[src/rtl/core/ctgu_pkg.sv]
// Shared constants, command codes and request/response/job types of the tableau update unit.
`timescale 1ns / 1ps

package ctgu_pkg;

  localparam int MAX_QUBITS     = 32;
  localparam int MAX_GATE_WIRES = 3;
  localparam int ROWS           = 2 * MAX_QUBITS;
  localparam int QW             = $clog2(MAX_QUBITS);
  localparam int RAW            = $clog2(ROWS);
  localparam int ROW_W          = 2 * MAX_QUBITS + 2;
  localparam int CNT_W          = 6;
  localparam int IMG_W          = 3;
  localparam int QUEUE_DEPTH    = 2;
  localparam logic [CNT_W-1:0] QUBIT_COUNT_RST = 6'd32;

  typedef enum logic [1:0] {
    CMD_APPLY = 2'd0,
    CMD_READ  = 2'd1,
    CMD_CLEAR = 2'd2,
    CMD_NOP   = 2'd3
  } cmd_t;

  typedef enum logic [1:0] {
    OP_NONE  = 2'd0,
    OP_READ  = 2'd1,
    OP_CLEAR = 2'd2,
    OP_APPLY = 2'd3
  } op_t;

  typedef struct packed {
    logic [1:0] cmd;
    logic [1:0] gate_width;
    logic [5:0] wire_0;
    logic [5:0] wire_1;
    logic [5:0] wire_2;
    logic [7:0] x_image_0;
    logic [7:0] x_image_1;
    logic [7:0] x_image_2;
    logic [7:0] z_image_0;
    logic [7:0] z_image_1;
    logic [7:0] z_image_2;
    logic [5:0] row_index;
  } req_t;

  typedef struct packed {
    logic        status;
    logic [31:0] row_x;
    logic [31:0] row_z;
    logic [1:0]  row_phase;
  } rsp_t;

  // Classified request as it waits in the queue
  typedef struct packed {
    op_t                                  op;
    logic                                 status;
    logic [1:0]                           width;
    logic [MAX_GATE_WIRES-1:0][QW-1:0]    wire_idx;
    logic [MAX_GATE_WIRES-1:0][IMG_W-1:0] ix;
    logic [MAX_GATE_WIRES-1:0][IMG_W-1:0] iz;
    logic [MAX_GATE_WIRES-1:0][1:0]       ip;
    logic [MAX_GATE_WIRES-1:0][IMG_W-1:0] jx;
    logic [MAX_GATE_WIRES-1:0][IMG_W-1:0] jz;
    logic [MAX_GATE_WIRES-1:0][1:0]       jp;
    logic [RAW-1:0]                       row;
  } job_t;

  typedef struct packed {
    logic full;
    logic empty;
  } q_stat_t;

endpackage

[src/rtl/core/ctgu_front.sv]
// Front end: checks a request against the qubit count and turns it into a queue job.
`timescale 1ns / 1ps

module ctgu_front (
  input  ctgu_pkg::req_t             req,
  input  logic [ctgu_pkg::CNT_W-1:0] n_eff,
  input  logic [ctgu_pkg::CNT_W:0]   n_rows,
  output ctgu_pkg::job_t             job
);

  import ctgu_pkg::*;

  logic [MAX_GATE_WIRES-1:0][5:0] wires;
  logic [MAX_GATE_WIRES-1:0][7:0] ximg;
  logic [MAX_GATE_WIRES-1:0][7:0] zimg;
  logic [IMG_W-1:0]               mask;
  logic                           bad_wire;

  assign wires = {req.wire_2, req.wire_1, req.wire_0};
  assign ximg  = {req.x_image_2, req.x_image_1, req.x_image_0};
  assign zimg  = {req.z_image_2, req.z_image_1, req.z_image_0};

  always_comb begin
    job      = '0;
    mask     = '0;
    bad_wire = 1'b0;
    for (int k = 0; k < IMG_W; k++) begin
      mask[k] = (k < int'(req.gate_width));
    end
    for (int j = 0; j < MAX_GATE_WIRES; j++) begin
      if ((j < int'(req.gate_width)) && (wires[j] >= n_eff)) begin
        bad_wire = 1'b1;
      end
      job.wire_idx[j] = wires[j][QW-1:0];
      job.ix[j]       = ximg[j][2:0] & mask;
      job.iz[j]       = ximg[j][5:3] & mask;
      job.ip[j]       = ximg[j][7:6];
      job.jx[j]       = zimg[j][2:0] & mask;
      job.jz[j]       = zimg[j][5:3] & mask;
      job.jp[j]       = zimg[j][7:6];
    end
    job.width = req.gate_width;
    job.row   = req.row_index[RAW-1:0];
    job.op    = OP_NONE;

    case (cmd_t'(req.cmd))
      CMD_APPLY: begin
        if (req.gate_width == 2'd0) begin
          job.status = 1'b0;
        end else if ((int'(req.gate_width) > MAX_GATE_WIRES) || bad_wire) begin
          job.status = 1'b1;
        end else begin
          job.op = OP_APPLY;
        end
      end
      CMD_READ: begin
        if ({1'b0, req.row_index} < n_rows) begin
          job.op = OP_READ;
        end else begin
          job.status = 1'b1;
        end
      end
      CMD_CLEAR: begin
        job.op = OP_CLEAR;
      end
      default: begin
        job.status = 1'b0;
      end
    endcase
  end

endmodule

[config.mk]
export PLATFORM = sky130hd
export DESIGN_NAME = ctgu_front
export DESIGN_NICKNAME = d
export VERILOG_FILES = /design/src/rtl/core/ctgu_pkg.sv /design/src/rtl/core/ctgu_front.sv
export SDC_FILE = /design/constraint.sdc
export NUM_CORES = 1
export LEC_CHECK = 0
export BUFFER_PORTS_ARGS = -buffer_cell sky130_fd_sc_hd__clkbuf_2
export CELL_PAD_IN_SITES_DETAIL_PLACEMENT = 0
export CELL_PAD_IN_SITES_GLOBAL_PLACEMENT = 1
export CORE_ASPECT_RATIO = 0.5
export CORE_MARGIN = 5
export CORE_UTILIZATION = 18
export DETAILED_ROUTE_END_ITERATION = 12
export PLACE_DENSITY_LB_ADDON = 0.15
export SYNTH_ARGS = -nofsm -noshare
export SYNTH_HDL_FRONTEND = slang
export SYNTH_SLANG_ARGS = --single-unit
export TNS_END_PERCENT = 100
[constraint.sdc]
create_clock -name vclk -period 2.6
set_clock_uncertainty 0.2 [all_clocks]
set_input_delay 0.26 -clock vclk [all_inputs]
set_output_delay 0.26 -clock vclk [all_outputs]
set_load 0.02 [all_outputs]
======== Yosys cells after proc, flatten, opt, wreduce, memory -nomap -nowiden ========
Cells that the tools add are included.
cells by class
  order comparisons ....................... 7
  mux-type cells .......................... 11
  reduce and logical (&&, ||, !) cells .... 5
  equality and inequality tests ........... 2
  bitwise operators ....................... 12
operators by type and width
  operator              count
  $and A3 B3 Y3         12
  $ge A6 B6 Y1          3
  $lt A6 B7 Y1          1
  $mux W1               7
  $pmux W2 S3           1
  $logic_not A2 Y1      2
  $lt A1 B2 Y1 const A  2
  $mux W2               2
  $logic_and A1 B1 Y1   3
  $eq A2 B1 Y1 const B  1
  $eq A2 B2 Y1 const B  1
  $lt A2 B2 Y1 const A  1
  $pmux W1 S2           1
word-level totals
  output and inout bits ................... 74
  flip-flop bits (word level) ............. 0
  input port bits ......................... 89
  word-level logic and storage cells ...... 37

======== Depth between registers and ports, before layout ========
  depth after elaboration ................. 8
  gate-level depth with buffers ........... 7

======== Worst setup path before layout ========
No wires, ideal clock.
  path kind ............................... input -> output
  start point ............................. input port req[54] (netlist name)
  end point ............................... output port job[71] (netlist name)
  path buffers ............................ 0
  arrival ................................. 1.725 ns
  cell stages on the path ................. 7
  path slack .............................. 0.415 ns
  cells stage by stage .................... inv_1 ha_1 nand2b_1 a21oi_1 nor3_1 or4_4 a211o_1
RTL lines
  element             RTL line         source
  start: declaration  ctgu_front.sv:5  input ctgu_pkg::req_t req,
  end: declaration    ctgu_front.sv:8  output ctgu_pkg::job_t job

==> results.rst <==
.. list-table::
   :header-rows: 1

   * - Metric
     - Value
   * - Total wire length
     - 4.05 mm
   * - Synth Net Count
     - 267
   * - Compound-cell area share of the yosys netlist
     - 12.4%
   * - Max Cap Viol
     - 0
   * - Delay of the slowest critical-path stage
     - 500 ps
   * - Cells taking the most area after synthesis
     - sky130_fd_sc_hd__ha_1 (26%), sky130_fd_sc_hd__buf_4 (23%), sky130_fd_sc_hd__and2_1 (6.7%), sky130_fd_sc_hd__and3_1 (6.1%), sky130_fd_sc_hd__nor2b_1 (6.1%)
   * - Combinational share of power
     - 100.0%
   * - Number of global-route vias before repair
     - 1292
   * - Filler cell count
     - between 700 and 800
   * - Net switching share of the total power
     - between 50% and 60%
   * - CP Max Fanout
     - 3
   * - Leak pwr
     - 1.08 nW
   * - Post-layout total power
     - 0.299 mW
   * - Minimum clock period after layout
     - 2440 ps
   * - Detailed-router iteration count before antenna repair
     - 4
   * - First DRT Iteration DRCs
     - 12
   * - Synthesized-area fraction occupied by xor and xnor cells
     - 0%
   * - Synth cell types
     - 26
   * - Number of clock buffer instances in the layout
     - 0
   * - Launch point of the critical path
     - req[54]
   * - Adder and majority gate portion of the synthesized area
     - around 26%
   * - Max-slew violation count
     - 0
   * - Type of destination of the critical path
     - output port
   * - Effective utilization at floorplan
     - 18.5%
   * - Type of the worst setup path
     - in2out
   * - Startpoint of the lowest-slack hold path
     - req[28]
   * - Sequential cell count
     - 0
   * - NetSw
     - between 0.15 and 0.2 mW
   * - Multiplexer share of the synthesized area
     - 0%
   * - Launching element type of the critical path
     - input pin
   * - Crit path buffers/inverters
     - 3
   * - Wire length of the first global-routing pass
     - 5.89 mm
   * - GRT overflow
     - 0
   * - DP HPWL
     - 3.80 mm
   * - PnR worst setup slack
     - about 160 ps
   * - Remaining number of nets flagged by the antenna check after routing
     - 0
   * - Number of cells produced by synthesis
     - 155
   * - Layout Nets
     - approximately 370
   * - Achievable clock frequency
     - between 400 and 500 MHz
   * - Final core utilization
     - a little over a quarter
   * - Total number of vias
     - approximately 1300
   * - Main combinational cell family by area after synthesis
     - simple AND/OR/NAND/NOR gates
   * - Area of all sequential standard cells
     - 0 um2
   * - Placement Setup Slack
     - 153 ps
   * - Area share of the largest cell type after synthesis
     - 25.7%
   * - Master of the slowest instance on the critical path
     - sky130_fd_sc_hd__or4_4
   * - Unrepaired setup endpoints after global routing
     - no
   * - Max-Slew Margin vs Limit
     - 80.4%
   * - Post-route DRC violation count
     - 0
   * - WP data required
     - 2140 ps
   * - Number of warnings issued by yosys
     - 0
   * - Core Rows
     - 20
   * - Pin count of the biggest net entering global routing
     - 26
   * - Number of antenna violations at the first check in global routing
     - 0
   * - Multi-input gate area in the final layout
     - 778 um2
   * - Quantity of gates resized following cts
     - 0
   * - Power per standard cell area
     - around 180 nW/um2
   * - Data arrival time of the critical path
     - 1980 ps
   * - Status
     - finished clean
   * - List of cells traversed by the critical path
     - clkbuf_2 -> inv_1 -> ha_1 -> nand2b_1 -> a21oi_1 -> nor3_1 -> or4_4 -> a211o_1 -> clkbuf_2
   * - Diode insertion count for antenna repair
     - 0
   * - Internal portion of total power
     - approximately 0.13 mW
   * - Fraction of power consumed by the clock network
     - 0%
   * - Routability cong.
     - a little over 0.7
   * - Die height
     - 65.8 um
   * - Cell area after technology mapping
     - 1120 um2
   * - Total of buffers placed on input and output ports
     - 139
   * - Final number of hold-violating endpoints
     - 0
   * - Syn_area_per_cell
     - 7.22 um2
   * - Simple-gate share of the synthesized area
     - 31.4%
   * - Largest voltage drop on the vdd net
     - around 46 uV
   * - Routed wire per std cell
     - 11.7 um
   * - Most prevalent standard cell on the critical path
     - sky130_fd_sc_hd__clkbuf_2
   * - Sequential group share of total power
     - 0%
   * - I/O pin cnt
     - about 160
   * - Core area
     - ~6100 um2
   * - Total Routing Usage GR
     - 8.75%
   * - Measured slew at the worst slew-check pin
     - approximately 300 ps
   * - Vias per Instance
     - 3.90
   * - Proportion of synthesized chip area in sequential cells
     - 0%
   * - Fin crit share
     - approximately 94%
   * - Top delay family on crit path
     - simple AND/OR/NAND/NOR gates
   * - Min-Delay Path Class
     - in2out
   * - Final setup violation count
     - 0
   * - Post-CTS Hold Buffers
     - 0
   * - Share of layout cells above drive strength 1
     - 57.2%
   * - Total setup buffers inserted after CTS
     - 0
   * - Area growth from synthesis to layout
     - 48.2%
   * - Die outline area
     - 7990 um2
   * - Worst-case hold slack
     - 320 ps
   * - Die Width
     - about 120 um
   * - Leading post-synthesis cells by instance count
     - sky130_fd_sc_hd__buf_4 (35), sky130_fd_sc_hd__ha_1 (23), sky130_fd_sc_hd__inv_1 (14)
   * - Count leader, synth
     - sky130_fd_sc_hd__buf_4
   * - TNS Setup
     - 0 ps
   * - Largest area contributor in the synthesized netlist
     - sky130_fd_sc_hd__ha_1
-- power groups by stage --
stage	clock network [mW]	registers [mW]	logic, mW
after global placement	0	0	0.304
final	0	0	0.299
after global routing	0	0	0.335
after detailed placement	0	0	0.305
after floorplan	0	0	0.222
after CTS	0	0	0.307
-- cell families (layout without fill, tap and decap cells) --
logic type               after synthesis  in the layout
AND/OR/NAND/NOR                       56             56
buffers and inverters                 54            156
adder cells (fa/ha/maj)               23             23
AO/OA/AOI/OAI                         22             22
-- stage by stage --
stage	instances	instance area, um2
5_1_grt	345	1660
3_3_place_gp	345	1660
4_1_cts	345	1660
6_report	345	1660
3_5_place_dp	345	1660
2_1_floorplan	155	1120
-- worst paths after layout --
| check | slack, ps | to | cells after the start |
|---|---|---|---|
| max | 160 | job[71] | 9 |
| min | 320 | job[6] | 0 |
-- area by class of cell --
class	count	share of cell area, %
inverter	14	3.17
tap	88	6.64
timing repair buffer	142	43.3
multi-input combinational	101	46.9
-- cell usage in the layout, fill, tap and decap left out --
cell and instances:
sky130_fd_sc_hd__ha_1 23, sky130_fd_sc_hd__and2b_1 2, sky130_fd_sc_hd__nand2_1 4, sky130_fd_sc_hd__o211ai_2 1, sky130_fd_sc_hd__o21ai_0 1, sky130_fd_sc_hd__a211o_1 1
sky130_fd_sc_hd__nand3_1 2, sky130_fd_sc_hd__and2_1 12, sky130_fd_sc_hd__and3_1 11, sky130_fd_sc_hd__or4_4 1, sky130_fd_sc_hd__a21boi_1 1, sky130_fd_sc_hd__a21o_1 3
sky130_fd_sc_hd__nor3_1 3, sky130_fd_sc_hd__and3_2 2, sky130_fd_sc_hd__a31oi_1 1, sky130_fd_sc_hd__buf_4 3, sky130_fd_sc_hd__o22ai_1 5, sky130_fd_sc_hd__nand4b_1 1
sky130_fd_sc_hd__inv_1 14, sky130_fd_sc_hd__a21oi_1 9, sky130_fd_sc_hd__nor2_4 1, sky130_fd_sc_hd__nor2b_1 11, sky130_fd_sc_hd__clkbuf_2 139, sky130_fd_sc_hd__nand2b_1 4
sky130_fd_sc_hd__nand4_1 2
-- metal layers --
layer	global-route usage (%)	vias up	wire length [um]
met5	0	-	0
met4	0.140	0	5
met3	1.79	2	318
met2	17.5	57	2160
met1	10.2	589	1570
li1	-	697	-
Note: power is estimated with default switching activity, not from simulation.
