## src/rtl/core/ctgu_pkg.sv

```systemverilog
// Shared constants, command codes and request/response/job types of the tableau update unit.
`timescale 1ns / 1ps

package ctgu_pkg;

  localparam int MAX_QUBITS     = 32;
  localparam int MAX_GATE_WIRES = 3;
  localparam int ROWS           = 2 * MAX_QUBITS;
  localparam int QW             = $clog2(MAX_QUBITS);
  localparam int RAW            = $clog2(ROWS);
  localparam int ROW_W          = 2 * MAX_QUBITS + 2;
  localparam int CNT_W          = 6;
  localparam int IMG_W          = 3;
  localparam int QUEUE_DEPTH    = 2;
  localparam logic [CNT_W-1:0] QUBIT_COUNT_RST = 6'd32;

  typedef enum logic [1:0] {
    CMD_APPLY = 2'd0,
    CMD_READ  = 2'd1,
    CMD_CLEAR = 2'd2,
    CMD_NOP   = 2'd3
  } cmd_t;

  typedef enum logic [1:0] {
    OP_NONE  = 2'd0,
    OP_READ  = 2'd1,
    OP_CLEAR = 2'd2,
    OP_APPLY = 2'd3
  } op_t;

  typedef struct packed {
    logic [1:0] cmd;
    logic [1:0] gate_width;
    logic [5:0] wire_0;
    logic [5:0] wire_1;
    logic [5:0] wire_2;
    logic [7:0] x_image_0;
    logic [7:0] x_image_1;
    logic [7:0] x_image_2;
    logic [7:0] z_image_0;
    logic [7:0] z_image_1;
    logic [7:0] z_image_2;
    logic [5:0] row_index;
  } req_t;

  typedef struct packed {
    logic        status;
    logic [31:0] row_x;
    logic [31:0] row_z;
    logic [1:0]  row_phase;
  } rsp_t;

  // Classified request as it waits in the queue
  typedef struct packed {
    op_t                                  op;
    logic                                 status;
    logic [1:0]                           width;
    logic [MAX_GATE_WIRES-1:0][QW-1:0]    wire_idx;
    logic [MAX_GATE_WIRES-1:0][IMG_W-1:0] ix;
    logic [MAX_GATE_WIRES-1:0][IMG_W-1:0] iz;
    logic [MAX_GATE_WIRES-1:0][1:0]       ip;
    logic [MAX_GATE_WIRES-1:0][IMG_W-1:0] jx;
    logic [MAX_GATE_WIRES-1:0][IMG_W-1:0] jz;
    logic [MAX_GATE_WIRES-1:0][1:0]       jp;
    logic [RAW-1:0]                       row;
  } job_t;

  typedef struct packed {
    logic full;
    logic empty;
  } q_stat_t;

endpackage

```

## src/rtl/core/ctgu_fifo.sv

```systemverilog
// Short request queue between the classifying front and the row engine.
`timescale 1ns / 1ps

module ctgu_fifo #(
  parameter int DEPTH = 2
) (
  input  logic              clk,
  input  logic              rst_n,
  input  logic              push,
  input  ctgu_pkg::job_t    push_job,
  input  logic              pop,
  output ctgu_pkg::job_t    head,
  output ctgu_pkg::q_stat_t stat
);

  import ctgu_pkg::*;

  localparam int PW = (DEPTH > 1) ? $clog2(DEPTH) : 1;
  localparam int CW = $clog2(DEPTH + 1);

  job_t          mem_r [DEPTH];
  logic [PW-1:0] wptr_r, wptr_nxt;
  logic [PW-1:0] rptr_r, rptr_nxt;
  logic [CW-1:0] cnt_r, cnt_nxt;
  logic          do_push, do_pop;

  assign do_push = push && (cnt_r != CW'(DEPTH));
  assign do_pop  = pop && (cnt_r != '0);

  always_comb begin
    wptr_nxt = wptr_r;
    rptr_nxt = rptr_r;
    cnt_nxt  = cnt_r;
    if (do_push) begin
      wptr_nxt = (wptr_r == PW'(DEPTH - 1)) ? '0 : wptr_r + 1'b1;
    end
    if (do_pop) begin
      rptr_nxt = (rptr_r == PW'(DEPTH - 1)) ? '0 : rptr_r + 1'b1;
    end
    case ({do_push, do_pop})
      2'b10:   cnt_nxt = cnt_r + 1'b1;
      2'b01:   cnt_nxt = cnt_r - 1'b1;
      default: cnt_nxt = cnt_r;
    endcase
  end

  always_ff @(posedge clk) begin
    if (!rst_n) begin
      wptr_r <= '0;
      rptr_r <= '0;
      cnt_r  <= '0;
    end else begin
      wptr_r <= wptr_nxt;
      rptr_r <= rptr_nxt;
      cnt_r  <= cnt_nxt;
    end
  end

  always_ff @(posedge clk) begin
    if (do_push) begin
      mem_r[wptr_r] <= push_job;
    end
  end

  assign head       = mem_r[rptr_r];
  assign stat.full  = (cnt_r == CW'(DEPTH));
  assign stat.empty = (cnt_r == '0);

endmodule

```

## config.mk

```make
export PLATFORM = sky130hd
export DESIGN_NAME = ctgu_fifo
export DESIGN_NICKNAME = d
export VERILOG_FILES = /design/src/rtl/core/ctgu_pkg.sv /design/src/rtl/core/ctgu_fifo.sv
export SDC_FILE = /design/constraint.sdc
export NUM_CORES = 1
export LEC_CHECK = 0
export BUFFER_PORTS_ARGS = -buffer_cell sky130_fd_sc_hd__buf_2
export CAP_MARGIN = 20
export CORE_ASPECT_RATIO = 0.7
export CORE_MARGIN = 2
export CORE_UTILIZATION = 50
export DETAILED_ROUTE_END_ITERATION = 10
export GPL_ROUTABILITY_DRIVEN = 1
export GPL_TIMING_DRIVEN = 0
export PLACE_DENSITY = 0.77
export SYNTH_ARGS = -nofsm -noshare
export SYNTH_HDL_FRONTEND = slang
export SYNTH_SLANG_ARGS = --single-unit
```

## constraint.sdc

```tcl
create_clock -name clk -period 3.7 [get_ports clk]
set_input_delay 0.185 -clock clk [delete_from_list [all_inputs] [get_ports clk]]
set_output_delay 0.185 -clock clk [all_outputs]
set_load 0.03 [all_outputs]
```

== After elaboration in Yosys (flattened, before gate mapping) ==
Memory sizes are Yosys's and may differ from the RTL's. A register that Yosys moved wholly into a read port is not among the register bits.
Cells that the tools add are included.

* Bits in writable memories: 148
* Flip-flop bits (word level): 4
* Input port bits: 78
* Bits in latches: 0
* Logic and storage cells: 24
* Output and inout bits: 76
* Memories kept: 1
* Bits in read-only memories: 0

* Reduce and logical (&&, ||, !) cells: 5
* Multiply operators: 0
* Div/mod/pow operators: 0
* Bitwise gates (word level): 0
* Muxes and demuxes: 7
* Shift operators: 0
* Equal/unequal tests: 4
* Add/sub/neg operators: 4
* $lt $le $gt $ge: 0

{| class="wikitable"
|+ Memory list
! name !! depth !! bits a word !! rd ports !! clocked after Yosys merged registers in !! wr ports !! line !! RTL
|-
| mem_r || 2 || 74 || 1 || 1 || 1 || ctgu_fifo.sv:21 || <nowiki>job_t mem_r [DEPTH];</nowiki>
|}

{| class="wikitable"
|+ Operators by type and width
! operator !! number
|-
| $mux 1 || 6
|-
| $eq 2x2->1 const B || 2
|-
| $pmux 2 s2 || 1
|-
| $reduce_bool 2->1 || 2
|-
| $add 1x1->1 const B || 2
|-
| $add 2x1->2 const B || 1
|-
| $eq 2x1->1 const B || 1
|-
| $logic_and 1x1->1 || 2
|-
| $logic_not 2->1 || 1
|-
| $ne 2x2->1 const B || 1
|-
| $sub 2x1->2 const B || 1
|}

== Longest topological paths before layout ==
Gate-level depths: netlist (run 1).

* Depth in word-level cells: 4
* Gate-level depth with buffers: 6
* Gate-level depth less buffers: 6

== Worst setup path after synthesis (run 1) ==
No wires, ideal clock.

* Path kind: register to register
* Start point: reg cnt_r[0]
* End point: mem mem_r[0][0] (netlist bit), enable pin
* Cell stages (with the launch flop): 5
* Data arrival time: 2.413 ns
* Clock period less this slack: 2.841 ns
* Data required time: 3.272 ns
* Slack: 0.859 ns
* Setup time: 0.428 ns
* Path buffers: 0
* Cells stage by stage: dfxtp_1 -> nand2b_2 -> inv_2 -> or3_1 -> inv_1

* Longest elaborated chain between the ends: 4

{| class="wikitable"
|+ Ends and longest elaborated chain
! what !! line !! RTL
|-
| from (decl) || ctgu_fifo.sv:24 || <nowiki>logic [CW-1:0] cnt_r, cnt_nxt;</nowiki>
|-
| from (signal assigned) || ctgu_fifo.sv:55 || <nowiki>cnt_r <= cnt_nxt;</nowiki>
|-
| $ne 2x2->1 || ctgu_fifo.sv:27 || <nowiki>assign do_push = push && (cnt_r != CW'(DEPTH));</nowiki>
|-
| $logic_and 1x1->1 || ctgu_fifo.sv:27 ||
|-
| $mux 1 || ctgu_fifo.sv:60 || <nowiki>if (do_push) begin</nowiki>
|-
| $mux 1 (implied by the code) || ctgu_fifo.sv:61 || <nowiki>mem_r[wptr_r] <= push_job;</nowiki>
|-
| to (decl) || ctgu_fifo.sv:21 ||
|}

Every way passes these cells.

== Worst setup path after layout (run 1) ==
* Start point: reg cnt_r[0]
* End point: mem mem_r[0][45] (netlist bit), enable pin

The elaborated chain is that of the path after synthesis.

==> results of run 1 <==
==> power by group <==
group	internal (uW)	leakage (uW)	switching [uW]
sequential	2190	0.00143	67.3
combinational	650	0.00130	1130
clock	1120	0.000293	649
==> final cells by class <==
class	count	area [sq um]	share of cell area (%)
plain buffers	8	40.0	0.506
clock buffers	19	433	5.47
clock inverters	12	176	2.23
inverters	3	13.8	0.174
multi-input cells	92	963	12.2
flip-flops and latches	153	4540	57.5
well taps	153	191	2.42
repair buffers	229	1550	19.6
==> layer usage <==
layer	track usage, %	wire [um]	vias to the layer above
met4	5.20	95	0
met3	6.53	714	9
li1	-	-	1508
met5	0	0	-
met2	32.2	5610	112
met1	22.6	4680	1550
==> placed cells by master (no fill, tap or decap), types with 3 or more instances in the layout <==
| master | netlist | final |
|---|---|---|
| sky130_fd_sc_hd__clkbuf_16 | 0 | 17 |
| sky130_fd_sc_hd__mux2_2 | 74 | 74 |
| sky130_fd_sc_hd__bufinv_16 | 0 | 4 |
| sky130_fd_sc_hd__clkinv_2 | 0 | 3 |
| sky130_fd_sc_hd__clkinv_4 | 0 | 3 |
| sky130_fd_sc_hd__buf_2 | 8 | 161 |
| sky130_fd_sc_hd__dlygate4sd3_1 | 0 | 74 |
| sky130_fd_sc_hd__dfxtp_1 | 5 | 5 |
| sky130_fd_sc_hd__xnor2_1 | 3 | 3 |
| sky130_fd_sc_hd__edfxtp_1 | 148 | 148 |
==> registers in the layout, indices dropped and copies added (netlist names), named ones only <==
name,cells
rptr_r,1
wptr_r,1
cnt_r,2
mem_r,148
==> per-stage QoR <==
step | instances | area (sq um) | setup slack [ns]
2_1_floorplan | 256 | 5550 | 0.859
3_3_place_gp | 562 | 6510 | 0.0236
3_5_place_dp | 564 | 6560 | 1.60
4_1_cts | 669 | 7910 | 1.59
5_1_grt | 669 | 7910 | 1.51
6_report | 669 | 7910 | 1.63
==> critical path: cells and delay by family (launching register included) <==
family | cells | cell delay [ns]
and+or+nand+nor | 2 | 0.55
DFF | 1 | 0.43
buffers and inverters | 3 | 0.74
==> cells by family after synthesis <==
family / after synthesis
mux: 74
xor+xnor: 3
fa+ha+maj: 1
compound gates: 5
buf+inv: 11
flops: 153
simple gates: 9
==> path summary, 6_finish.rpt <==
path              startpoint            to  slack, ns  cells after the start
hold reg to reg       wptr_r        wptr_r       0.50                      2
setup reg to reg    cnt_r[0]  mem_r[0][45]       1.63                      5
hold / removal         rst_n        rptr_r       0.05                      2
setup / recovery    cnt_r[0]  mem_r[0][45]       1.63                      5
==> repair_timing <==
| item | CTS | global route |
|---|---|---|
| endpoints found under the hold margin | 148 | 0 |
| hold buffers | 74 | 0 |
| gates resized for setup | 0 | 0 |
| endpoints found under the setup margin | 0 | 0 |
==> metrics.txt, run 1 <==
# TYPE chip_impl_metric gauge
chip_impl_metric{name="finalHoldViolCount",unit=""} 0
chip_impl_metric{name="drv_cap",unit=""} 0
chip_impl_metric{name="core_area",unit="sq mm"} 0.0109
chip_impl_info{name="synth_common_cells",value="sky130_fd_sc_hd__edfxtp_1 (148), sky130_fd_sc_hd__mux2_2 (74), sky130_fd_sc_hd__buf_2 (8)"} 1
chip_impl_metric{name="synthesis.yosys.warnings",unit=""} 0
chip_impl_metric{name="synth_top_area_share",unit="%"} 80.0
chip_impl_info{name="yosys.area.top_type",value="sky130_fd_sc_hd__edfxtp_1"} 1
chip_impl_metric{name="slew_headroom",unit="%"} 63.7
chip_impl_metric{name="final_period_minus_worst_setup_slack",unit="ns"} 2.07
chip_impl_metric{name="finalSetupViolCount",unit=""} 0
chip_impl_metric{name="die_width",unit="um"} 130
chip_impl_metric{name="final.period_utilization",unit="%"} 56.1
chip_impl_metric{name="clock_tree.htree_level_count",unit=""} 4
chip_impl_metric{name="asyncSetResetFlopFracSynth",unit="%"} 0
chip_impl_metric{name="global_route.overflow_total",unit=""} 0
chip_impl_metric{name="drtAntennaViolNets",unit=""} 0
chip_impl_metric{name="synth-adder-area-share",unit="%"} 0.225
chip_impl_metric{name="maximum_number_of_pins_on_one_net_before_global_route_repair",unit=""} 40
chip_impl_metric{name="gpl.final_weighted_congestion",unit=""} 0.703
chip_impl_metric{name="synth_simple_gate_area_share",unit="%"} 0.969
chip_impl_metric{name="vdd_ir_drop_max",unit="mV"} 0.542
chip_impl_info{name="min_path_type",value="in -> reg"} 1
chip_impl_metric{name="vias_per_cell",unit=""} 4.75
chip_impl_info{name="worst_setup_path_end_kind",value="register"} 1
chip_impl_metric{name="hold-worst-slack",unit="ns"} 0.0507
chip_impl_metric{name="syn_avg_cell_area",unit="sq um"} 21.7
chip_impl_metric{name="synth_mux_area_share",unit="%"} 15.0
chip_impl_metric{name="placement.io_buffers",unit=""} 153
chip_impl_metric{name="cts.clk_slew.worst_paths",unit="ns"} 0.06
chip_impl_metric{name="area_of_the_die",unit="sq mm"} 0.0120
chip_impl_metric{name="initial_standard_cell_utilization_of_the_core",unit="%"} 50.8
chip_impl_metric{name="share_of_the_synthesized_area_in_compound_gates_ao_oa_aoi_oai",unit="%"} 0.586
chip_impl_metric{name="detailedRoute.firstIterationViolations",unit=""} 142
chip_impl_metric{name="syn-instance-count",unit=""} 256
chip_impl_metric{name="cts_post_setup_buffers_inserted",unit=""} 0
chip_impl_metric{name="drt_pass1_iterations",unit=""} 6
chip_impl_info{name="run_status",value="finished clean"} 1
chip_impl_metric{name="cp_slowest_stage_delay",unit="ns"} 0.43
chip_impl_info{name="path_cells",value="nand2b_2 -> inv_2 -> or3_1 -> inv_4 -> buf_12"} 1
chip_impl_metric{name="synth-seq-cells",unit=""} 153
chip_impl_metric{name="layout.filler_cells",unit=""} 703
chip_impl_metric{name="top_level_ports",unit=""} 154
chip_impl_metric{name="dr_total_vias",unit=""} 3179
chip_impl_info{name="dominant_combinational_cell_family_by_area_after_synthesis",value="multiplexers"} 1
chip_impl_info{name="path_type_of_the_worst_setup_path",value="reg -> reg"} 1
chip_impl_metric{name="drv_slew",unit=""} 0
chip_impl_metric{name="clock_insertion_delay_worst_skew",unit="ns"} 0.41
chip_impl_metric{name="via_count_of_the_first_global_routing_pass",unit=""} 3370
chip_impl_metric{name="synth-edff-count",unit=""} 148
chip_impl_metric{name="layout.core_utilization",unit="%"} 72.4
chip_impl_metric{name="power_leakage",unit="uW"} 0.00302
chip_impl_info{name="worst_setup_path_start_kind",value="register"} 1
chip_impl_info{name="critPathSlowestCell",value="sky130_fd_sc_hd__dfxtp_1"} 1
chip_impl_metric{name="routed_wire_length_per_instance",unit="um"} 16.6
chip_impl_metric{name="yosys.cell_types.count",unit=""} 18
chip_impl_metric{name="wire_length_of_the_first_global_routing_pass",unit="mm"} 16.7
chip_impl_metric{name="drt_wl_total",unit="mm"} 11.1
chip_impl_metric{name="timing.critical_path.fanout_max",unit=""} 38
chip_impl_metric{name="design_power_total",unit="uW"} 5810
chip_impl_metric{name="final_net_count",unit=""} 583
chip_impl_metric{name="fp.dieH",unit="um"} 92.2
chip_impl_metric{name="grt_util_all_layers",unit="%"} 18.8
chip_impl_metric{name="timing.fmax",unit="GHz"} 0.482
chip_impl_metric{name="clock-skew-final",unit="ns"} 0.0133
chip_impl_info{name="tritoncts_clock_tree",value="built"} 1
chip_impl_info{name="rsz0062_at_grt",value="no"} 1
chip_impl_metric{name="cts_sinks",unit=""} 153
chip_impl_metric{name="synth.cell_area",unit="sq mm"} 0.00555
chip_impl_metric{name="worst_case_clock_buffer_depth",unit=""} 2
chip_impl_metric{name="postSynthNetCount",unit=""} 335
chip_impl_info{name="post-synth-top-count-cell",value="sky130_fd_sc_hd__edfxtp_1"} 1
chip_impl_metric{name="grt_antenna_before_repair",unit=""} 0
chip_impl_metric{name="rows",unit=""} 32
chip_impl_metric{name="post-dp-hpwl",unit="mm"} 6.47
chip_impl_metric{name="post_route_cells_drive_above_1_share",unit="%"} 52.3
chip_impl_metric{name="synth-xor-area-share",unit="%"} 0.473
chip_impl_metric{name="diodes",unit=""} 0
chip_impl_metric{name="critical_path_arrival",unit="ns"} 2.16
chip_impl_metric{name="drc_errors",unit=""} 0
chip_impl_info{name="ranking_of_synthesized_cells_by_area",value="sky130_fd_sc_hd__edfxtp_1 (80%), sky130_fd_sc_hd__mux2_2 (15%), sky130_fd_sc_hd__dfxtp_1 (1.8%)"} 1
chip_impl_info{name="cts-root-buf",value="sky130_fd_sc_hd__clkbuf_16"} 1
chip_impl_metric{name="synth_sequential_area_ratio",unit="%"} 81.8
chip_impl_metric{name="worst_ep_required_time",unit="ns"} 3.78
chip_impl_info{name="dominantRegCellSynth",value="sky130_fd_sc_hd__edfxtp_1"} 1
chip_impl_metric{name="areaGrowthSynthToFinish",unit="%"} 42.4
chip_impl_metric{name="powerDensity",unit="mW/mm^2"} 734
chip_impl_metric{name="cts_made_buffers",unit=""} 17
chip_impl_metric{name="final.setup.tns",unit="ns"} 0
chip_impl_metric{name="worst-slew-pin-transition",unit="ns"} 0.545
(Power assumes the default switching activity.)
==> run 2: changes to the inputs <==
--- a/config.mk
+++ b/config.mk
@@ -9,11 +9,11 @@
 export CAP_MARGIN = 20
 export CORE_ASPECT_RATIO = 0.7
 export CORE_MARGIN = 2
-export CORE_UTILIZATION = 50
+export CORE_UTILIZATION = 47
 export DETAILED_ROUTE_END_ITERATION = 10
 export GPL_ROUTABILITY_DRIVEN = 1
 export GPL_TIMING_DRIVEN = 0
-export PLACE_DENSITY = 0.77
+export PLACE_DENSITY = 0.76
 export SYNTH_ARGS = -nofsm -noshare
 export SYNTH_HDL_FRONTEND = slang
 export SYNTH_SLANG_ARGS = --single-unit
==> constraint.sdc (replaced) <==
create_clock -name clk -period 1.8 [get_ports clk]
set_input_delay 0.09 -clock clk [delete_from_list [all_inputs] [get_ports clk]]
set_output_delay 0.09 -clock clk [all_outputs]
set_load 0.03 [all_outputs]
==> metrics.txt, run 2 (synthesis gave the netlist of run 1 again) <==
# TYPE chip_impl_metric gauge
chip_impl_info{name="run_status",value="finished clean"} 1
chip_impl_metric{name="vdd_ir_drop_max",unit="mV"} 1.00
chip_impl_metric{name="power_leakage",unit="uW"} 0.00306
chip_impl_metric{name="post-place-ws",unit="ns"} -0.372
chip_impl_metric{name="drc_errors",unit=""} 0
chip_impl_metric{name="drt-met1-wl",unit="mm"} 4.67
chip_impl_info{name="min_path_type",value="in -> reg"} 1
chip_impl_metric{name="finalHoldViolCount",unit=""} 0
chip_impl_metric{name="via_count_of_the_first_global_routing_pass",unit=""} 3340
chip_impl_info{name="path_cells",value="buf_8 -> buf_6 -> mux2_2 -> buf_2"} 1
chip_impl_metric{name="detailedRoute.firstIterationViolations",unit=""} 149
chip_impl_metric{name="drt_wl_total",unit="mm"} 11.7
chip_impl_metric{name="drtAntennaViolNets",unit=""} 0
chip_impl_metric{name="cts.clk_slew.worst_paths",unit="ns"} 0.06
chip_impl_metric{name="cts_made_buffers",unit=""} 17
chip_impl_metric{name="powerDensity",unit="mW/mm^2"} 1500
chip_impl_metric{name="worst_case_clock_buffer_depth",unit=""} 2
chip_impl_info{name="mostFrequentLayoutCells",value="sky130_fd_sc_hd__buf_2 (154), sky130_fd_sc_hd__edfxtp_1 (148), sky130_fd_sc_hd__dlygate4sd3_1 (75), sky130_fd_sc_hd__mux2_2 (74), sky130_fd_sc_hd__clkbuf_16 (18)"} 1
chip_impl_metric{name="core_area",unit="sq mm"} 0.0116
chip_impl_metric{name="rows",unit=""} 33
chip_impl_info{name="crit-reg2reg-launch",value="cnt_r[0]"} 1
chip_impl_metric{name="area_of_the_die",unit="sq mm"} 0.0127
chip_impl_metric{name="final_net_count",unit=""} 591
chip_impl_metric{name="cp_slowest_stage_delay",unit="ns"} 0.38
chip_impl_metric{name="global_route.overflow_total",unit=""} 0
chip_impl_metric{name="power_report.internal_total",unit="uW"} 8190
chip_impl_metric{name="final_period_minus_worst_setup_slack",unit="ns"} 1.71
chip_impl_metric{name="p_sw_share",unit="%"} 32.0
chip_impl_metric{name="critical_path_arrival",unit="ns"} 1.62
chip_impl_metric{name="final.setup.tns",unit="ns"} 0
chip_impl_metric{name="cts_sinks",unit=""} 153
chip_impl_metric{name="comb_power_share",unit="%"} 32.3
chip_impl_metric{name="wire_length_of_the_first_global_routing_pass",unit="mm"} 17.1
chip_impl_metric{name="maximum_number_of_pins_on_one_net_before_global_route_repair",unit=""} 41
chip_impl_metric{name="timing.critical_path.fanout_max",unit=""} 10
chip_impl_info{name="regMostFlops",value="mem_r"} 1
chip_impl_metric{name="slew_headroom",unit="%"} 71.3
chip_impl_metric{name="final.period_utilization",unit="%"} 95.0
chip_impl_metric{name="power.share.sequential",unit="%"} 38.7
chip_impl_metric{name="post-dp-hpwl",unit="mm"} 6.58
chip_impl_metric{name="layout_setup_ws",unit="ns"} 0.0907
chip_impl_info{name="worst_setup_path_start_kind",value="register"} 1
chip_impl_metric{name="clock-skew-final",unit="ns"} 0.00698
chip_impl_metric{name="worst_ep_required_time",unit="ns"} 1.71
chip_impl_metric{name="placement.io_buffers",unit=""} 153
chip_impl_metric{name="clock_tree.htree_level_count",unit=""} 4
chip_impl_metric{name="layout.filler_cells",unit=""} 735
chip_impl_metric{name="areaGrowthSynthToFinish",unit="%"} 44.7
chip_impl_metric{name="post_route_cells_drive_above_1_share",unit="%"} 53.3
chip_impl_info{name="path_type_of_the_worst_setup_path",value="reg -> out"} 1
chip_impl_metric{name="power.net_switching",unit="uW"} 3850
chip_impl_metric{name="finalSetupViolCount",unit=""} 0
chip_impl_metric{name="clock_insertion_delay_worst_skew",unit="ns"} 0.40
chip_impl_metric{name="timing.fmax",unit="GHz"} 0.585
chip_impl_metric{name="diodes",unit=""} 0
chip_impl_info{name="rsz0062_at_grt",value="no"} 1
chip_impl_metric{name="grt_antenna_before_repair",unit=""} 0
chip_impl_metric{name="drv_slew",unit=""} 0
chip_impl_info{name="worst_setup_path_end_kind",value="primary output"} 1
chip_impl_info{name="routed.top_layer",value="met4"} 1
chip_impl_metric{name="routed-wl-met2",unit="mm"} 6.03
chip_impl_info{name="tritoncts_clock_tree",value="built"} 1
chip_impl_metric{name="initial_standard_cell_utilization_of_the_core",unit="%"} 47.9
chip_impl_metric{name="vias_per_cell",unit=""} 4.81
chip_impl_info{name="hp-start",value="push"} 1
chip_impl_metric{name="gpl.final_weighted_congestion",unit=""} 0.684
chip_impl_metric{name="die_width",unit="um"} 134
chip_impl_metric{name="grt_util_all_layers",unit="%"} 18.4
chip_impl_metric{name="hold-worst-slack",unit="ns"} 0.153
chip_impl_metric{name="routed_wire_length_per_instance",unit="um"} 17.1
chip_impl_metric{name="drv_cap",unit=""} 0
chip_impl_info{name="cts-root-buf",value="sky130_fd_sc_hd__clkbuf_16"} 1
chip_impl_info{name="final_common_cell",value="sky130_fd_sc_hd__buf_2"} 1
chip_impl_metric{name="largest_register_ffs",unit=""} 148
chip_impl_info{name="critPathSlowestCell",value="sky130_fd_sc_hd__dfxtp_4"} 1
chip_impl_metric{name="clock_power_share",unit="%"} 28.9
chip_impl_metric{name="worst-slew-pin-transition",unit="ns"} 0.430
chip_impl_metric{name="fp.dieH",unit="um"} 95.0
chip_impl_info{name="largest_registers",value="mem_r (148), cnt_r (2)"} 1
chip_impl_metric{name="top_level_ports",unit=""} 154
chip_impl_metric{name="route.met3.wl",unit="um"} 831
chip_impl_metric{name="drt_pass1_iterations",unit=""} 4
chip_impl_metric{name="dr_total_vias",unit=""} 3282
-- run 2: cell count changes in the layout (fill, tap and decap cells not counted), sizes merged --
cell / delta
clkinvlp: +2
clkbuf: +1
and3: +1
bufinv: -1
buf: +4
dlygate4sd3: +1
clkinv: +1
-- run 2: stage by stage --
stage               utilization, %  total power [uW]  area, sq um  std cells
finish                        69.3             12000         8040        682
global route                  69.3             12500         8040        682
CTS                           68.6             12000         7960        677
detailed placement            56.7              8260         6580        568
global placement              56.3              8160         6540        566
floorplan                        -              7270         5580        256
-- run 2: worst paths after layout --
path                   to  slack, ns  depth (start not counted)
max              head[60]       0.09                          4
min reg2reg        wptr_r       0.57                          2
min                wptr_r       0.15                          4
max reg2reg  mem_r[0][35]       0.13                          5
-- run 2: critical path, delay by kind of cell, from the launching register on --
kind	cells	cell delay, ns
buf+inv	3	0.48
flops	1	0.38
mux	1	0.35
-- run 2: power by group through the flow --
stage | logic (uW) | registers [uW] | clock network [uW]
3_5_place_dp | 3550 | 4710 | 0
3_3_place_gp | 3460 | 4710 | 0
4_1_cts | 3780 | 4640 | 3560
5_1_grt | 4110 | 4710 | 3700
2_1_floorplan | 2590 | 4680 | 0
6_report | 3890 | 4660 | 3490
-- run 2: area by class of cell --
| type | instances | area [sq um] | area share [%] |
|---|---|---|---|
| Sequential cell | 153 | 4550 | 56.6 |
| Timing Repair Buffer | 235 | 1610 | 20.0 |
| Multi-Input combinational cell | 93 | 981 | 12.2 |
| Clock buffer | 19 | 433 | 5.39 |
| Tap cell | 157 | 196 | 2.44 |
| Clock inverter | 13 | 151 | 1.88 |
| Buffer | 8 | 87.6 | 1.09 |
| Inverter | 3 | 20.0 | 0.249 |
| Timing Repair inverter | 1 | 7.51 | 0.0934 |
-- run 2: routing by layer --
layer  GRT usage [%]  up-vias
met1            20.6     1598
met2            32.1      135
met5               0        -
met4            7.36        0
met3            7.19       12
li1                -     1537
-- run 2: repair_timing --
| action | 4_1_cts | 5_1_grt |
|---|---|---|
| setup buffers | 1 | 3 |
| endpoints found under the hold margin | 153 | 0 |
| gates cloned | 1 | 2 |
| setup endpoints to repair | 134 | 84 |
| hold buffers | 75 | 0 |
| resized for setup | 11 | 7 |
| pin swaps | 0 | 1 |
==> run 3: changes to the inputs <==
--- a/config.mk
+++ b/config.mk
@@ -9,11 +9,11 @@
 export CAP_MARGIN = 20
 export CORE_ASPECT_RATIO = 0.7
 export CORE_MARGIN = 2
-export CORE_UTILIZATION = 47
+export CORE_UTILIZATION = 50
 export DETAILED_ROUTE_END_ITERATION = 10
 export GPL_ROUTABILITY_DRIVEN = 1
 export GPL_TIMING_DRIVEN = 0
-export PLACE_DENSITY = 0.76
+export PLACE_DENSITY = 0.77
 export SYNTH_ARGS = -nofsm -noshare
 export SYNTH_HDL_FRONTEND = slang
 export SYNTH_SLANG_ARGS = --single-unit
==> constraint.sdc (replaced) <==
create_clock -name clk -period 2.05 [get_ports clk]
set_input_delay 0.1025 -clock clk [delete_from_list [all_inputs] [get_ports clk]]
set_output_delay 0.1025 -clock clk [all_outputs]
set_load 0.03 [all_outputs]
==> metrics.txt, run 3 (synthesis gave the netlist of run 1 again) <==
# TYPE chip_impl_metric gauge
chip_impl_info{name="run_status",value="finished clean"} 1
chip_impl_info{name="mostFrequentLayoutCells",value="sky130_fd_sc_hd__buf_2 (157), sky130_fd_sc_hd__edfxtp_1 (148), sky130_fd_sc_hd__dlygate4sd3_1 (75), sky130_fd_sc_hd__mux2_2 (74), sky130_fd_sc_hd__clkbuf_16 (17)"} 1
chip_impl_metric{name="finalSetupViolCount",unit=""} 0
chip_impl_metric{name="gpl.final_weighted_congestion",unit=""} 0.697
chip_impl_metric{name="clock-skew-final",unit="ns"} 0.00928
chip_impl_info{name="worstSetupEndpoint",value="head[29]"} 1
chip_impl_metric{name="reg2reg_slack",unit="ns"} 0.30
chip_impl_info{name="routed.top_layer",value="met4"} 1
chip_impl_info{name="crit-reg2reg-launch",value="cnt_r[0]"} 1
chip_impl_metric{name="post-dp-hpwl",unit="mm"} 6.28
chip_impl_metric{name="finalHoldViolCount",unit=""} 0
chip_impl_metric{name="clock_power_share",unit="%"} 29.0
chip_impl_metric{name="wire_length_of_the_first_global_routing_pass",unit="mm"} 17.1
chip_impl_info{name="r2r_end",value="mem_r[1][10]"} 1
chip_impl_metric{name="timing.critical_path.fanout_max",unit=""} 10
chip_impl_info{name="min_path_type",value="in -> reg"} 1
chip_impl_metric{name="grt_util_all_layers",unit="%"} 19.1
chip_impl_info{name="tritoncts_clock_tree",value="built"} 1
chip_impl_metric{name="worst_case_clock_buffer_depth",unit=""} 2
chip_impl_metric{name="power.share.sequential",unit="%"} 39.4
chip_impl_metric{name="cts_made_buffers",unit=""} 17
chip_impl_metric{name="drt-met1-wl",unit="mm"} 4.22
chip_impl_metric{name="routed-wl-met2",unit="mm"} 5.66
chip_impl_info{name="cts-root-buf",value="sky130_fd_sc_hd__clkbuf_16"} 1
chip_impl_metric{name="vias_per_cell",unit=""} 4.75
chip_impl_metric{name="detailedRoute.firstIterationViolations",unit=""} 149
chip_impl_metric{name="via_count_of_the_first_global_routing_pass",unit=""} 3569
chip_impl_info{name="largest_registers",value="mem_r (148), cnt_r (2)"} 1
chip_impl_metric{name="routed_wire_length_per_instance",unit="um"} 16.2
chip_impl_metric{name="worst_ep_required_time",unit="ns"} 1.95
chip_impl_metric{name="initial_standard_cell_utilization_of_the_core",unit="%"} 50.8
chip_impl_metric{name="top_level_ports",unit=""} 154
chip_impl_metric{name="route.met3.wl",unit="um"} 858
chip_impl_metric{name="vdd_ir_drop_max",unit="mV"} 0.793
chip_impl_metric{name="comb_power_share",unit="%"} 31.6
chip_impl_metric{name="rows",unit=""} 32
chip_impl_info{name="worst_setup_path_end_kind",value="primary output"} 1
chip_impl_metric{name="areaGrowthSynthToFinish",unit="%"} 42.6
chip_impl_metric{name="final_period_minus_worst_setup_slack",unit="ns"} 1.93
chip_impl_metric{name="ff2ff_path_depth",unit=""} 3
chip_impl_metric{name="post_route_cells_drive_above_1_share",unit="%"} 52.3
chip_impl_metric{name="drtAntennaViolNets",unit=""} 0
chip_impl_metric{name="drv_cap",unit=""} 0
chip_impl_metric{name="powerDensity",unit="mW/mm^2"} 1300
chip_impl_metric{name="drt_wl_total",unit="mm"} 10.9
chip_impl_metric{name="die_width",unit="um"} 130
chip_impl_metric{name="diodes",unit=""} 0
chip_impl_metric{name="core_area",unit="sq mm"} 0.0109
chip_impl_metric{name="final.setup.tns",unit="ns"} 0
chip_impl_metric{name="power_report.internal_total",unit="uW"} 7060
chip_impl_metric{name="hold-worst-slack",unit="ns"} 0.153
chip_impl_metric{name="placement.io_buffers",unit=""} 153
chip_impl_metric{name="clock_insertion_delay_worst_skew",unit="ns"} 0.40
chip_impl_metric{name="dr_total_vias",unit=""} 3189
chip_impl_info{name="regMostFlops",value="mem_r"} 1
chip_impl_metric{name="power.net_switching",unit="uW"} 3270
chip_impl_metric{name="area_of_the_die",unit="sq mm"} 0.0120
chip_impl_metric{name="clock_tree.htree_level_count",unit=""} 4
chip_impl_metric{name="multi_input_area",unit="sq um"} 973
chip_impl_metric{name="drc_errors",unit=""} 0
chip_impl_metric{name="largest_register_ffs",unit=""} 148
chip_impl_metric{name="timing.fmax",unit="GHz"} 0.518
chip_impl_metric{name="p_sw_share",unit="%"} 31.7
chip_impl_metric{name="final_net_count",unit=""} 586
chip_impl_info{name="path_type_of_the_worst_setup_path",value="reg -> out"} 1
chip_impl_metric{name="final.period_utilization",unit="%"} 94.1
chip_impl_metric{name="global_route.overflow_total",unit=""} 0
chip_impl_metric{name="fp.dieH",unit="um"} 92.2
chip_impl_metric{name="layout.filler_cells",unit=""} 668
chip_impl_info{name="rsz0062_at_grt",value="no"} 1
chip_impl_metric{name="slew_headroom",unit="%"} 62.6
chip_impl_metric{name="critical_path_arrival",unit="ns"} 1.83
chip_impl_metric{name="seq_area",unit="sq mm"} 0.00455
chip_impl_metric{name="power_leakage",unit="uW"} 0.00301
chip_impl_info{name="final_common_cell",value="sky130_fd_sc_hd__buf_2"} 1
chip_impl_metric{name="worst-slew-pin-transition",unit="ns"} 0.560
chip_impl_metric{name="grt_antenna_before_repair",unit=""} 0
chip_impl_metric{name="drt_pass1_iterations",unit=""} 6
chip_impl_metric{name="cts_sinks",unit=""} 153
chip_impl_metric{name="post_layout_nonfiller_instances",unit=""} 671
chip_impl_metric{name="drv_slew",unit=""} 0
chip_impl_info{name="worst_setup_path_start_kind",value="register"} 1
chip_impl_metric{name="cts.clk_slew.worst_paths",unit="ns"} 0.05
chip_impl_metric{name="maximum_number_of_pins_on_one_net_before_global_route_repair",unit=""} 39
chip_impl_metric{name="dp.cells",unit=""} 564
-- run 3: cell count changes in the layout (fill, tap and decap cells not counted), moves of 2 or more --
| cell | before | now |
|---|---|---|
| sky130_fd_sc_hd__buf_2 | 154 | 157 |
| sky130_fd_sc_hd__buf_4 | 4 | 1 |
| sky130_fd_sc_hd__buf_6 | 6 | 0 |
| sky130_fd_sc_hd__clkbuf_1 | 2 | 4 |
| sky130_fd_sc_hd__clkbuf_4 | 0 | 4 |
-- run 3: layout make-up --
class / count / area share (%)
clock buffers: 21 / 5.56
repair inverters: 1 / 0.0948
flip-flops and latches: 153 / 57.4
clock inverters: 9 / 1.60
inverters: 3 / 0.253
repair buffers: 231 / 19.8
multi-input cells: 92 / 12.3
plain buffers: 8 / 0.632
well taps: 153 / 2.42
-- run 3: how the worst min path moves through the flow --
stage,cells past startpoint,slack [ns],startpoint,end
floorplan,0,0.20,push_job[0],mem_r[0][0]
global placement,1,0.29,push_job[69],mem_r[0][69]
detailed placement,1,0.29,push_job[68],mem_r[0][68]
CTS,4,0.13,push,wptr_r
global route,4,0.18,push,wptr_r
finish,4,0.15,push,wptr_r
-- run 3: critical path: stages, from the launching register on --
cell,delay [ns]
sky130_fd_sc_hd__dfxtp_1,0.32
sky130_fd_sc_hd__buf_2,0.25
sky130_fd_sc_hd__buf_2,0.30
sky130_fd_sc_hd__mux2_2,0.38
sky130_fd_sc_hd__buf_2,0.18
-- run 3: routing by layer --
| layer | up-vias | track usage (%) |
|---|---|---|
| li1 | 1510 | - |
| met4 | 0 | 6.81 |
| met1 | 1541 | 20.3 |
| met3 | 15 | 7.29 |
| met5 | - | 0 |
| met2 | 123 | 34.5 |
-- run 3: power by group through the flow --
stage | registers (uW) | logic (uW) | clock network, uW
2_1_floorplan | 4110 | 2280 | 0
3_3_place_gp | 4130 | 3040 | 0
3_5_place_dp | 4140 | 3110 | 0
4_1_cts | 4070 | 3250 | 3040
5_1_grt | 4120 | 3480 | 3170
6_report | 4070 | 3260 | 3000
-- run 3: what timing repair did --
action                                  4_1_cts  5_1_grt
endpoints found under the hold margin       153        0
endpoints found under the setup margin       37       43
hold buffers                                 75        0
pin swaps                                     0        0
setup buffers                                 0        1
resized for setup                             0        5
cloned                                        1        0
-- run 3: per-stage QoR --
| stage | setup WS, ns | total power, uW | instance area, sq um | utilization, % |
|---|---|---|---|---|
| floorplan | -0.105 | 6380 | 5580 | - |
| global placement | -0.683 | 7170 | 6530 | 59.8 |
| detailed placement | -0.155 | 7250 | 6580 | 60.2 |
| CTS | 0.0335 | 10400 | 7900 | 72.3 |
| global route | 0.00387 | 10800 | 7920 | 72.4 |
| finish | 0.120 | 10300 | 7920 | 72.4 |
